## src/sv/rhtm_pkg.sv

```systemverilog
// ---------------------------------------------------------------------------
// rhtm_pkg
// Shared types and constants of the hit time merger.
// ---------------------------------------------------------------------------
package rhtm_pkg;
    localparam int MaxHits = 64;
    localparam int IdxW = $clog2(MaxHits);
    localparam int CntW = $clog2(MaxHits + 1);

    localparam logic [1:0] RegDiv   = 2'd0;
    localparam logic [1:0] RegGap   = 2'd1;
    localparam logic [1:0] RegSlope = 2'd2;
    localparam logic [1:0] RegAdd   = 2'd3;

    typedef enum logic [3:0] {
        ST_LOAD, ST_DIV, ST_MUL, ST_RND, ST_WR,
        ST_SORT_RD, ST_SORT_CMP, ST_SORT_WR, ST_SORT_KEY,
        ST_MRG_RD, ST_MRG_STEP, ST_EMIT
    } t_state;

    // one buffer entry, packed for the RAM
    typedef struct packed {
        logic [15:0]        rid;
        logic [31:0]        tim;
        logic [23:0]        tru;
        logic signed [31:0] cor;
        logic               chg;
    } t_entry;
    localparam int EntryW = $bits(t_entry);

    typedef struct packed {
        logic div_start;
        logic mul_start;
        logic rnd_start;
        logic wr_new;
        logic sort_rd;
        logic sort_wr;
        logic key_wr;
        logic mrg_first;
        logic mrg_acc;
        logic emit;
    } t_cmd;

    typedef struct packed {
        logic div_done;
        logic less;
        logic split;
    } t_sts;
endpackage

```

## src/sv/rhtm_ctrl.sv

```systemverilog
// ---------------------------------------------------------------------------
// rhtm_ctrl
// Sequencer: load, insertion sort, merge pass and cluster emission.
// ---------------------------------------------------------------------------
module rhtm_ctrl import rhtm_pkg::*; (
    input  logic            i_clk,
    input  logic            i_rst_n,
    input  logic            i_start,
    input  logic            i_last_hit,
    output logic            o_busy,
    output t_cmd            o_cmd,
    input  t_sts            i_sts,
    output logic [IdxW-1:0] o_raddr,
    output logic [IdxW-1:0] o_waddr,
    output logic            o_valid,
    output logic            o_overflow,
    output logic            o_last_cluster
);
    t_state r_state, n_state;
    logic [CntW-1:0] r_fill, n_fill;
    logic            r_drop, n_drop, r_last, n_last;
    logic [CntW-1:0] r_i, n_i, r_j, n_j;
    logic            r_valid, n_valid, r_lc, n_lc, r_ovf, n_ovf;
    logic            r_lcl, n_lcl;
    logic            w_accept;

    assign w_accept = i_start && !o_busy;

    always_ff @(posedge i_clk) begin
        if (!i_rst_n) begin
            r_state <= ST_LOAD; r_fill <= '0; r_drop <= 1'b0; r_last <= 1'b0;
            r_i <= '0; r_j <= '0; r_valid <= 1'b0; r_lc <= 1'b0; r_ovf <= 1'b0;
            r_lcl <= 1'b0;
        end else begin
            r_state <= n_state; r_fill <= n_fill; r_drop <= n_drop;
            r_last <= n_last; r_i <= n_i; r_j <= n_j;
            r_valid <= n_valid; r_lc <= n_lc; r_ovf <= n_ovf;
            r_lcl <= n_lcl;
        end
    end

    always_comb begin
        n_state = r_state; n_fill = r_fill; n_drop = r_drop; n_last = r_last;
        n_i = r_i; n_j = r_j; n_valid = 1'b0; n_lc = r_lc; n_ovf = r_ovf;
        n_lcl = 1'b0;
        o_cmd = '0;
        o_busy = (r_state != ST_LOAD);
        o_raddr = r_j[IdxW-1:0];
        o_waddr = r_fill[IdxW-1:0];
        case (r_state)
            ST_LOAD: begin
                if (w_accept) begin
                    n_last = i_last_hit;
                    if (r_fill < CntW'(MaxHits)) begin
                        o_cmd.div_start = 1'b1;
                        n_state = ST_DIV;
                    end else begin
                        n_drop = 1'b1;
                        if (i_last_hit) begin
                            n_i = CntW'(1);
                            n_state = ST_SORT_RD;
                        end
                    end
                end
            end
            ST_DIV: if (i_sts.div_done) begin
                o_cmd.mul_start = 1'b1;
                n_state = ST_MUL;
            end
            ST_MUL: begin
                o_cmd.rnd_start = 1'b1;
                n_state = ST_RND;
            end
            ST_RND: n_state = ST_WR;
            ST_WR: begin
                o_cmd.wr_new = 1'b1;
                n_fill = r_fill + CntW'(1);
                if (r_last) begin
                    n_i = CntW'(1);
                    n_state = ST_SORT_RD;
                end else begin
                    n_state = ST_LOAD;
                end
            end
            // read key at r_i; then walk r_j down comparing entry r_j-1
            ST_SORT_RD: begin
                if (r_i >= r_fill) begin
                    n_j = '0;
                    n_state = ST_MRG_RD;
                end else begin
                    o_raddr = r_i[IdxW-1:0];
                    n_j = r_i;
                    n_state = ST_SORT_WR;
                end
            end
            ST_SORT_WR: begin
                // key captured this cycle; request the predecessor
                o_cmd.sort_rd = 1'b1;
                o_raddr = IdxW'(r_j - CntW'(1));
                n_state = ST_SORT_CMP;
            end
            ST_SORT_CMP: begin
                o_cmd.sort_wr = 1'b1;
                o_waddr = r_j[IdxW-1:0];
                if (i_sts.less) begin
                    // shifted predecessor up; key goes lower
                    n_j = r_j - CntW'(1);
                    if (r_j == CntW'(1)) begin
                        n_state = ST_SORT_KEY;
                    end else begin
                        o_raddr = IdxW'(r_j - CntW'(2));
                    end
                end else begin
                    n_i = r_i + CntW'(1);
                    n_state = ST_SORT_RD;
                end
            end
            // key lands at entry 0
            ST_SORT_KEY: begin
                o_cmd.key_wr = 1'b1;
                o_waddr = '0;
                n_i = r_i + CntW'(1);
                n_state = ST_SORT_RD;
            end
            ST_MRG_RD: begin
                if (r_fill == '0) begin
                    n_fill = '0; n_drop = 1'b0; n_state = ST_LOAD;
                end else begin
                    o_raddr = '0;
                    n_j = CntW'(1);
                    n_state = ST_MRG_STEP;
                end
            end
            // r_lc marks that the current cluster has its first hit
            ST_MRG_STEP: begin
                o_raddr = r_j[IdxW-1:0];
                if (!r_lc) begin
                    o_cmd.mrg_first = 1'b1;
                    n_lc = 1'b1;
                    n_j = r_j + CntW'(1);
                end else if (r_j - CntW'(1) >= r_fill) begin
                    o_cmd.emit = 1'b1; n_valid = 1'b1; n_ovf = r_drop;
                    n_lcl = 1'b1;
                    n_state = ST_EMIT;
                end else if (i_sts.split) begin
                    o_cmd.emit = 1'b1; n_valid = 1'b1; n_ovf = r_drop;
                    n_state = ST_EMIT;
                end else begin
                    o_cmd.mrg_acc = 1'b1;
                    n_j = r_j + CntW'(1);
                end
            end
            ST_EMIT: begin
                if (r_j - CntW'(1) >= r_fill) begin
                    n_fill = '0; n_drop = 1'b0; n_lc = 1'b0;
                    n_state = ST_LOAD;
                end else begin
                    o_raddr = IdxW'(r_j - CntW'(1));
                    n_state = ST_MRG_STEP;
                    n_lc = 1'b0;
                end
            end
            default: n_state = ST_LOAD;
        endcase
    end
    assign o_valid = r_valid;
    assign o_overflow = r_ovf;
    assign o_last_cluster = r_lcl;
endmodule

```

## config.mk

```make
export PLATFORM = sky130hd
export DESIGN_NAME = rhtm_ctrl
export DESIGN_NICKNAME = d
export VERILOG_FILES = /design/src/sv/rhtm_pkg.sv /design/src/sv/rhtm_ctrl.sv
export SDC_FILE = /design/constraint.sdc
export NUM_CORES = 1
export LEC_CHECK = 0
export BUFFER_PORTS_ARGS = -buffer_cell sky130_fd_sc_hd__clkbuf_2
export CORE_ASPECT_RATIO = 1.75
export CORE_MARGIN = 2
export CORE_UTILIZATION = 43
export DETAILED_ROUTE_END_ITERATION = 10
export SETUP_SLACK_MARGIN = 0.5
export SYNTH_ARGS = -nofsm -noshare
export SYNTH_HDL_FRONTEND = slang
export SYNTH_SLANG_ARGS = --single-unit
```

## constraint.sdc

```tcl
create_clock -name i_clk -period 8.7 [get_ports i_clk]
set_input_delay 1.305 -clock i_clk [delete_from_list [all_inputs] [get_ports i_clk]]
set_output_delay 1.305 -clock i_clk [all_outputs]
set_load 0.005 [all_outputs]
```

-- Yosys cells after proc, flatten, opt, wreduce, memory -nomap -nowiden
Cells that the tools add are included.
- equal/unequal tests: 28
- add/subtract/negate cells: 5
- $lt $le $gt $ge: 3
- reduce and logical (&&, ||, !) cells: 19
- multiplexer cells: 63
- operators by type and width (kind ; count):
    $mux W7 ; 13
    $pmux W7 S4 ; 2
    $mux W4 ; 12
    $pmux W4 S12 ; 1
    $mux W6 ; 5
    $pmux W6 S5 ; 1
    $mux W1 ; 22
    $ne A2 B2 Y1 const B ; 11
    $add A7 B1 Y7 const B ; 3
    $pmux W7 S3 ; 1
    $eq A4 B3 Y1 const B ; 4
    $eq A4 B4 Y1 const B ; 4
    $ne A3 B3 Y1 const B ; 5
    $ge A7 B7 Y1 ; 2
    $pmux W6 S2 ; 1
    $reduce_and A6 Y1 ; 2
    $reduce_bool A4 Y1 ; 3
    $reduce_and A5 Y1 ; 2
    $reduce_and A3 Y1 ; 3
    $eq A4 B2 Y1 const B ; 2
    $eq A7 B1 Y1 const B ; 1
    $logic_not A7 Y1 ; 1
    $lt A7 B7 Y1 const B ; 1
    $sub A7 B1 Y7 const B ; 1
    other kinds (12) ; 15
- flip-flop bits (word level): 31
- input bits: 7
- logic and storage cells: 128
- output and inout bits: 26

-- Depth between registers and ports, before layout
- depth after elaboration: 5
- mapped depth: 14
- mapped depth without buffers: 12

-- Worst setup path after synthesis
OpenSTA, ideal clock, no wires.
- kind: register to output
- start point: register r_j[2]
- end point: output o_raddr[0]
- buffers on the path: 2
- path slack: 4338 ps
- arrival time: 3057 ps
- stages on the path, launching flop included: 14
- cells stage by stage: dfxtp_1 -> clkbuf_1 -> inv_1 -> ha_1 -> a21boi_0 -> nand2_1 -> xnor2_1 -> ha_1 -> nand4_1 -> o31ai_1 -> buf_2 -> o21ai_0 -> a221oi_1 -> o21ai_0
- longest elaborated chain between the ends: 4
- elaborated cells between the ends (all ways): 7
- RTL lines (item ; RTL line ; source):
    start, declared ; rhtm_ctrl.sv:22 ; logic [CntW-1:0] r_i, n_i, r_j, n_j;
    start signal, assigned ; rhtm_ctrl.sv:36 ; r_last <= n_last; r_i <= n_i; r_j <= n_j;
    $sub A7 B1 Y7 / $eq A7 B1 Y1 (equally long branches) ; - ;
    $ge A7 B7 Y1 / $mux W6 (equally long branches) ; rhtm_ctrl.sv:154, rhtm_ctrl.sv:108 ;
    $mux W6 (on tied branches) ; rhtm_ctrl.sv:154, rhtm_ctrl.sv:105 ;
    $pmux W6 S5 * ; rhtm_ctrl.sv:50 ; case (r_state)
    end, declared ; rhtm_ctrl.sv:13 ; output logic [IdxW-1:0] o_raddr,
Every way passes the cells marked *; elsewhere a longest branch is shown, timed or not.

-- Worst setup path after layout
- start point: register r_j[0]
- end point: output o_raddr[2]
- longest elaborated chain between the ends: 4
- elaborated cells between the ends (all ways): 8
- RTL lines (item ; RTL line):
    $sub A7 B1 Y7, or another cell as far along ; rhtm_ctrl.sv:99, rhtm_ctrl.sv:158
    $ge A7 B7 Y1 / $mux W6 (equally long branches) ; rhtm_ctrl.sv:154, rhtm_ctrl.sv:108
    $mux W6 (on tied branches) ; rhtm_ctrl.sv:154, rhtm_ctrl.sv:105
    $pmux W6 S5 * ; rhtm_ctrl.sv:50
Marked as above.

==> results by group <==
Synthesis
  – FF+latch count, synth: 31
  – Gate Count Post-Synth: 364
  – Cell Area, Synth: 2750 um^2
  – Post-synth ARST share: 0%
  – Syn nets: 394
  – Yosys top cell by area: dfxtp_1
  – Share of Yosys cell area claimed by the top area cell type: 22.6%
  – Synth Warn #: 0
  – Top cells by area, synth: dfxtp_1 23%, ha_1 10%, a21oi_1 5.5%, nor2_1 5.3%, o21ai_0 4.2%
  – Sequential cell area fraction in the yosys report: 22.6%
  – EDFF count, synth: 0
  – Avg Inst Size Synth: 7.55 um^2
  – Netlist cell types: slightly above 60
  – Primary FF master, synth: dfxtp_1

Final layout
  – Fraction of layout cells with a size suffix above 1: 13.5%
  – Nets: 416
  – Commonest non-fill, non-tap cells in the layout: 39 x nor2_1, 32 x clkbuf_2, 31 x dfxtp_1
  – N_diodes: 0
  – Area growth, synth to finish: 9.70%
  – Commonest non-fill, non-tap cell in the layout: nor2_1

Run status
  – Outcome: completed

Drt
  – WL/cell: ~19 um
  – Drt pass-1 iters: 4
  – DR vias/cell: between 6 and 7
  – Vias post-DR: 2827
  – Iteration-0 DRC Markers: 147
  – DRC violations left: 0
  – Final WL: approximately 9 mm
  – Antenna Violating Nets Remaining: 0

Global routing
  – Gr usage total: 26.6%
  – Total gr overflow: 0
  – First-pass GRT wire length: 14.3 mm
  – Initial antenna violation count: 0
  – Vias in the first global route: 2747
  – Largest net degree at the start of global routing: 24

STA
  – Pins over their slew limit: 0
  – Setup-failing EPs final: 0
  – Worst-margin pin slew: between 0.9 and 1 ns
  – Relative slew slack: between 30% and 40%
  – RSZ-0062 raised after global routing: no
  – Crit share post-route: between 50% and 60%
  – Post-route minimum period: 5.20 ns
  – Fmax: 192 MHz
  – Final worst slack: 3.50 ns
  – Final hold violation count: 0
  – Hold WS: 0.490 ns
  – Final Skew: 0.00453 ns
  – Setup TNS: 0 ns

Floorplan
  – IO Pins: 33
  – Initial core utilization: 44.5%
  – DIE AREA: 7070 um^2
  – Rows: 38
  – Die H: 110 um
  – Horiz. Die Dim: 64.4 um
  – Core ar.: 6180 um^2

Critical path
  – Reg-to-Reg End: r_state[3]
  – Setup Crit Path Kind: flop to primary output
  – CP Launch Point: r_j[0]
  – CP peak stage delay: 0.63 ns
  – Worst Path Arrival: 3.90 ns
  – Buf/Inv on CP: 4
  – Max FO, Critical Path: 13
  – CP max-delay cell: a221oi_1
  – R2R setup slack: 5.13 ns
  – Worst reg-to-reg path cell count: 13
  – CP delay by family, top: compound AO/OA/AOI/OAI gates
  – Startpoint types: flop
  – Reg-to-Reg Start: r_j[0]
  – CP Capture Type: primary output
  – Required @ worst endpoint: between 7 and 8 ns
  – Number of cells on the critical path: 14
  – CP endpoint: o_raddr[2]
  – Cells along the critical path: inv_1, ha_1, nand2_1, xor2_1, inv_1, ha_1, a211o_1, a21oi_1, o31ai_2, buf_4, a221oi_1, nor3b_1, o21ai_0, clkbuf_2

CTS
  – Hold buffers post-CTS: 0
  – Clk buf depth: 2
  – Worst skew pair latency: about 0.29 ns
  – H-tree depth: 2
  – CTS root buffer: clkbuf_8
  – CTS tree: built
  – Post-CTS Resized: 0
  – Post-CTS Setup Inserts: 0
  – Clock transition at the registers of the reported paths: 0.06 ns
  – CTS buffer count: 5
  – Clk sinks: 31

Pwr
  – Worst IR Drop VDD: 0.127 mV
  – Leakage: 1.17 nW
  – Design Power: 0.000364 W
  – Power Dens Cells: 121 nW/um^2

Hold path
  – Hold Crit Class: flop to flop
  – Hold Path Stages: 2
  – Hold_sp: r_last

Placement
  – I/O Buffers: 32
  – DP HPWL: a little under 7 mm
  – Post-Place Setup Slack: 3.82 ns
  – GP Congestion: 0.966

Flow run
  – Maxcap violations: 0
synthesized netlist by cell type (4+ instances only):
master    count
nor2_1       39
dfxtp_1      31
a21oi_1      30
nand2_1      28
ha_1         23
inv_1        23
o21ai_0      23
clkbuf_1     12
nand3_1      11
nand4_1       9
a211oi_1      8
xnor2_1       8
xor2_1        8
nor3_1        7
or3_1         7
buf_2         6
o221ai_1      6
a31oi_1       5
a22oi_1       4
and2_1        4
and3_1        4
mux2i_1       4
worst register-to-register path, cell delays in order, from the launching register on:
cell	delay [ns]
dfxtp_1	0.54
inv_1	0.15
ha_1	0.33
nand2_1	0.11
xor2_1	0.29
inv_1	0.08
ha_1	0.31
a211o_1	0.26
a21oi_1	0.15
o31ai_2	0.08
buf_4	0.19
o31ai_1	0.64
o21bai_1	0.23
a21oi_1	0.08
metal layers:
| layer | up-vias | track usage, % | wire length [um] |
|---|---|---|---|
| li1 | 1377 | - | - |
| met1 | 1344 | 29.3 | 3570 |
| met2 | 86 | 49.5 | 4540 |
| met3 | 20 | 3.68 | 400 |
| met4 | 0 | 12.5 | 346 |
| met5 | - | 0 | 0 |
stage by stage:
step                      cells  util (%)  cell area, um^2
after floorplan             364         -             2750
after global placement      459      47.6             2940
after detailed placement    459      47.6             2940
after CTS                   465      48.8             3010
after global routing        465      48.8             3010
final                       465      48.8             3010
kinds of logic (layout without fill, tap and decap cells):
| logic type | count (synthesis) | count (layout) | share of synthesized area [%] |
|---|---|---|---|
| AOI/OAI and AO/OA | 114 | 114 | 29.2 |
| xor gates and xnor gates | 16 | 16 | 5.10 |
| muxes | 4 | 4 | 1.46 |
| adders and majority gates | 23 | 23 | 10.5 |
| buffers and inverters | 44 | 65 | 6.56 |
| and+or+nand+nor | 132 | 132 | 24.6 |
| DFF | 31 | 31 | 22.6 |
worst min-delay path by stage:
stage / slack [ns] / end
3_5_place_dp: 0.48 / r_last
4_1_cts: 0.49 / r_last
5_1_grt: 0.52 / r_last
2_1_floorplan: 0.46 / r_drop
3_3_place_gp: 0.48 / r_last
6_report: 0.49 / r_last
flip-flops by register name, summed over array words and instances (netlist names):
register	count
o_last_cluster	1
o_overflow	1
o_valid	1
r_drop	1
r_fill	7
r_i	7
r_j	7
r_last	1
r_lc	1
r_state	4
area by class of cell:
cell class	instances	area (um^2)
Tap cell	80	100
Timing Repair Buffer	34	175
Fill cell	672	3170
Inverter	25	93.8
Sequential cell	31	621
Clock buffer	6	72.6
Multi-Input combinational cell	289	1950
power by group:
part	switching, W	internal, W	total (W)
logic	0.0000549	0.0000385	0.0000935
clock network	0.0000526	0.0000532	0.000106
registers	0.0000175	0.000147	0.000164
total	0.000125	0.000239	0.000364
Note: power is estimated with default switching activity, not from simulation.
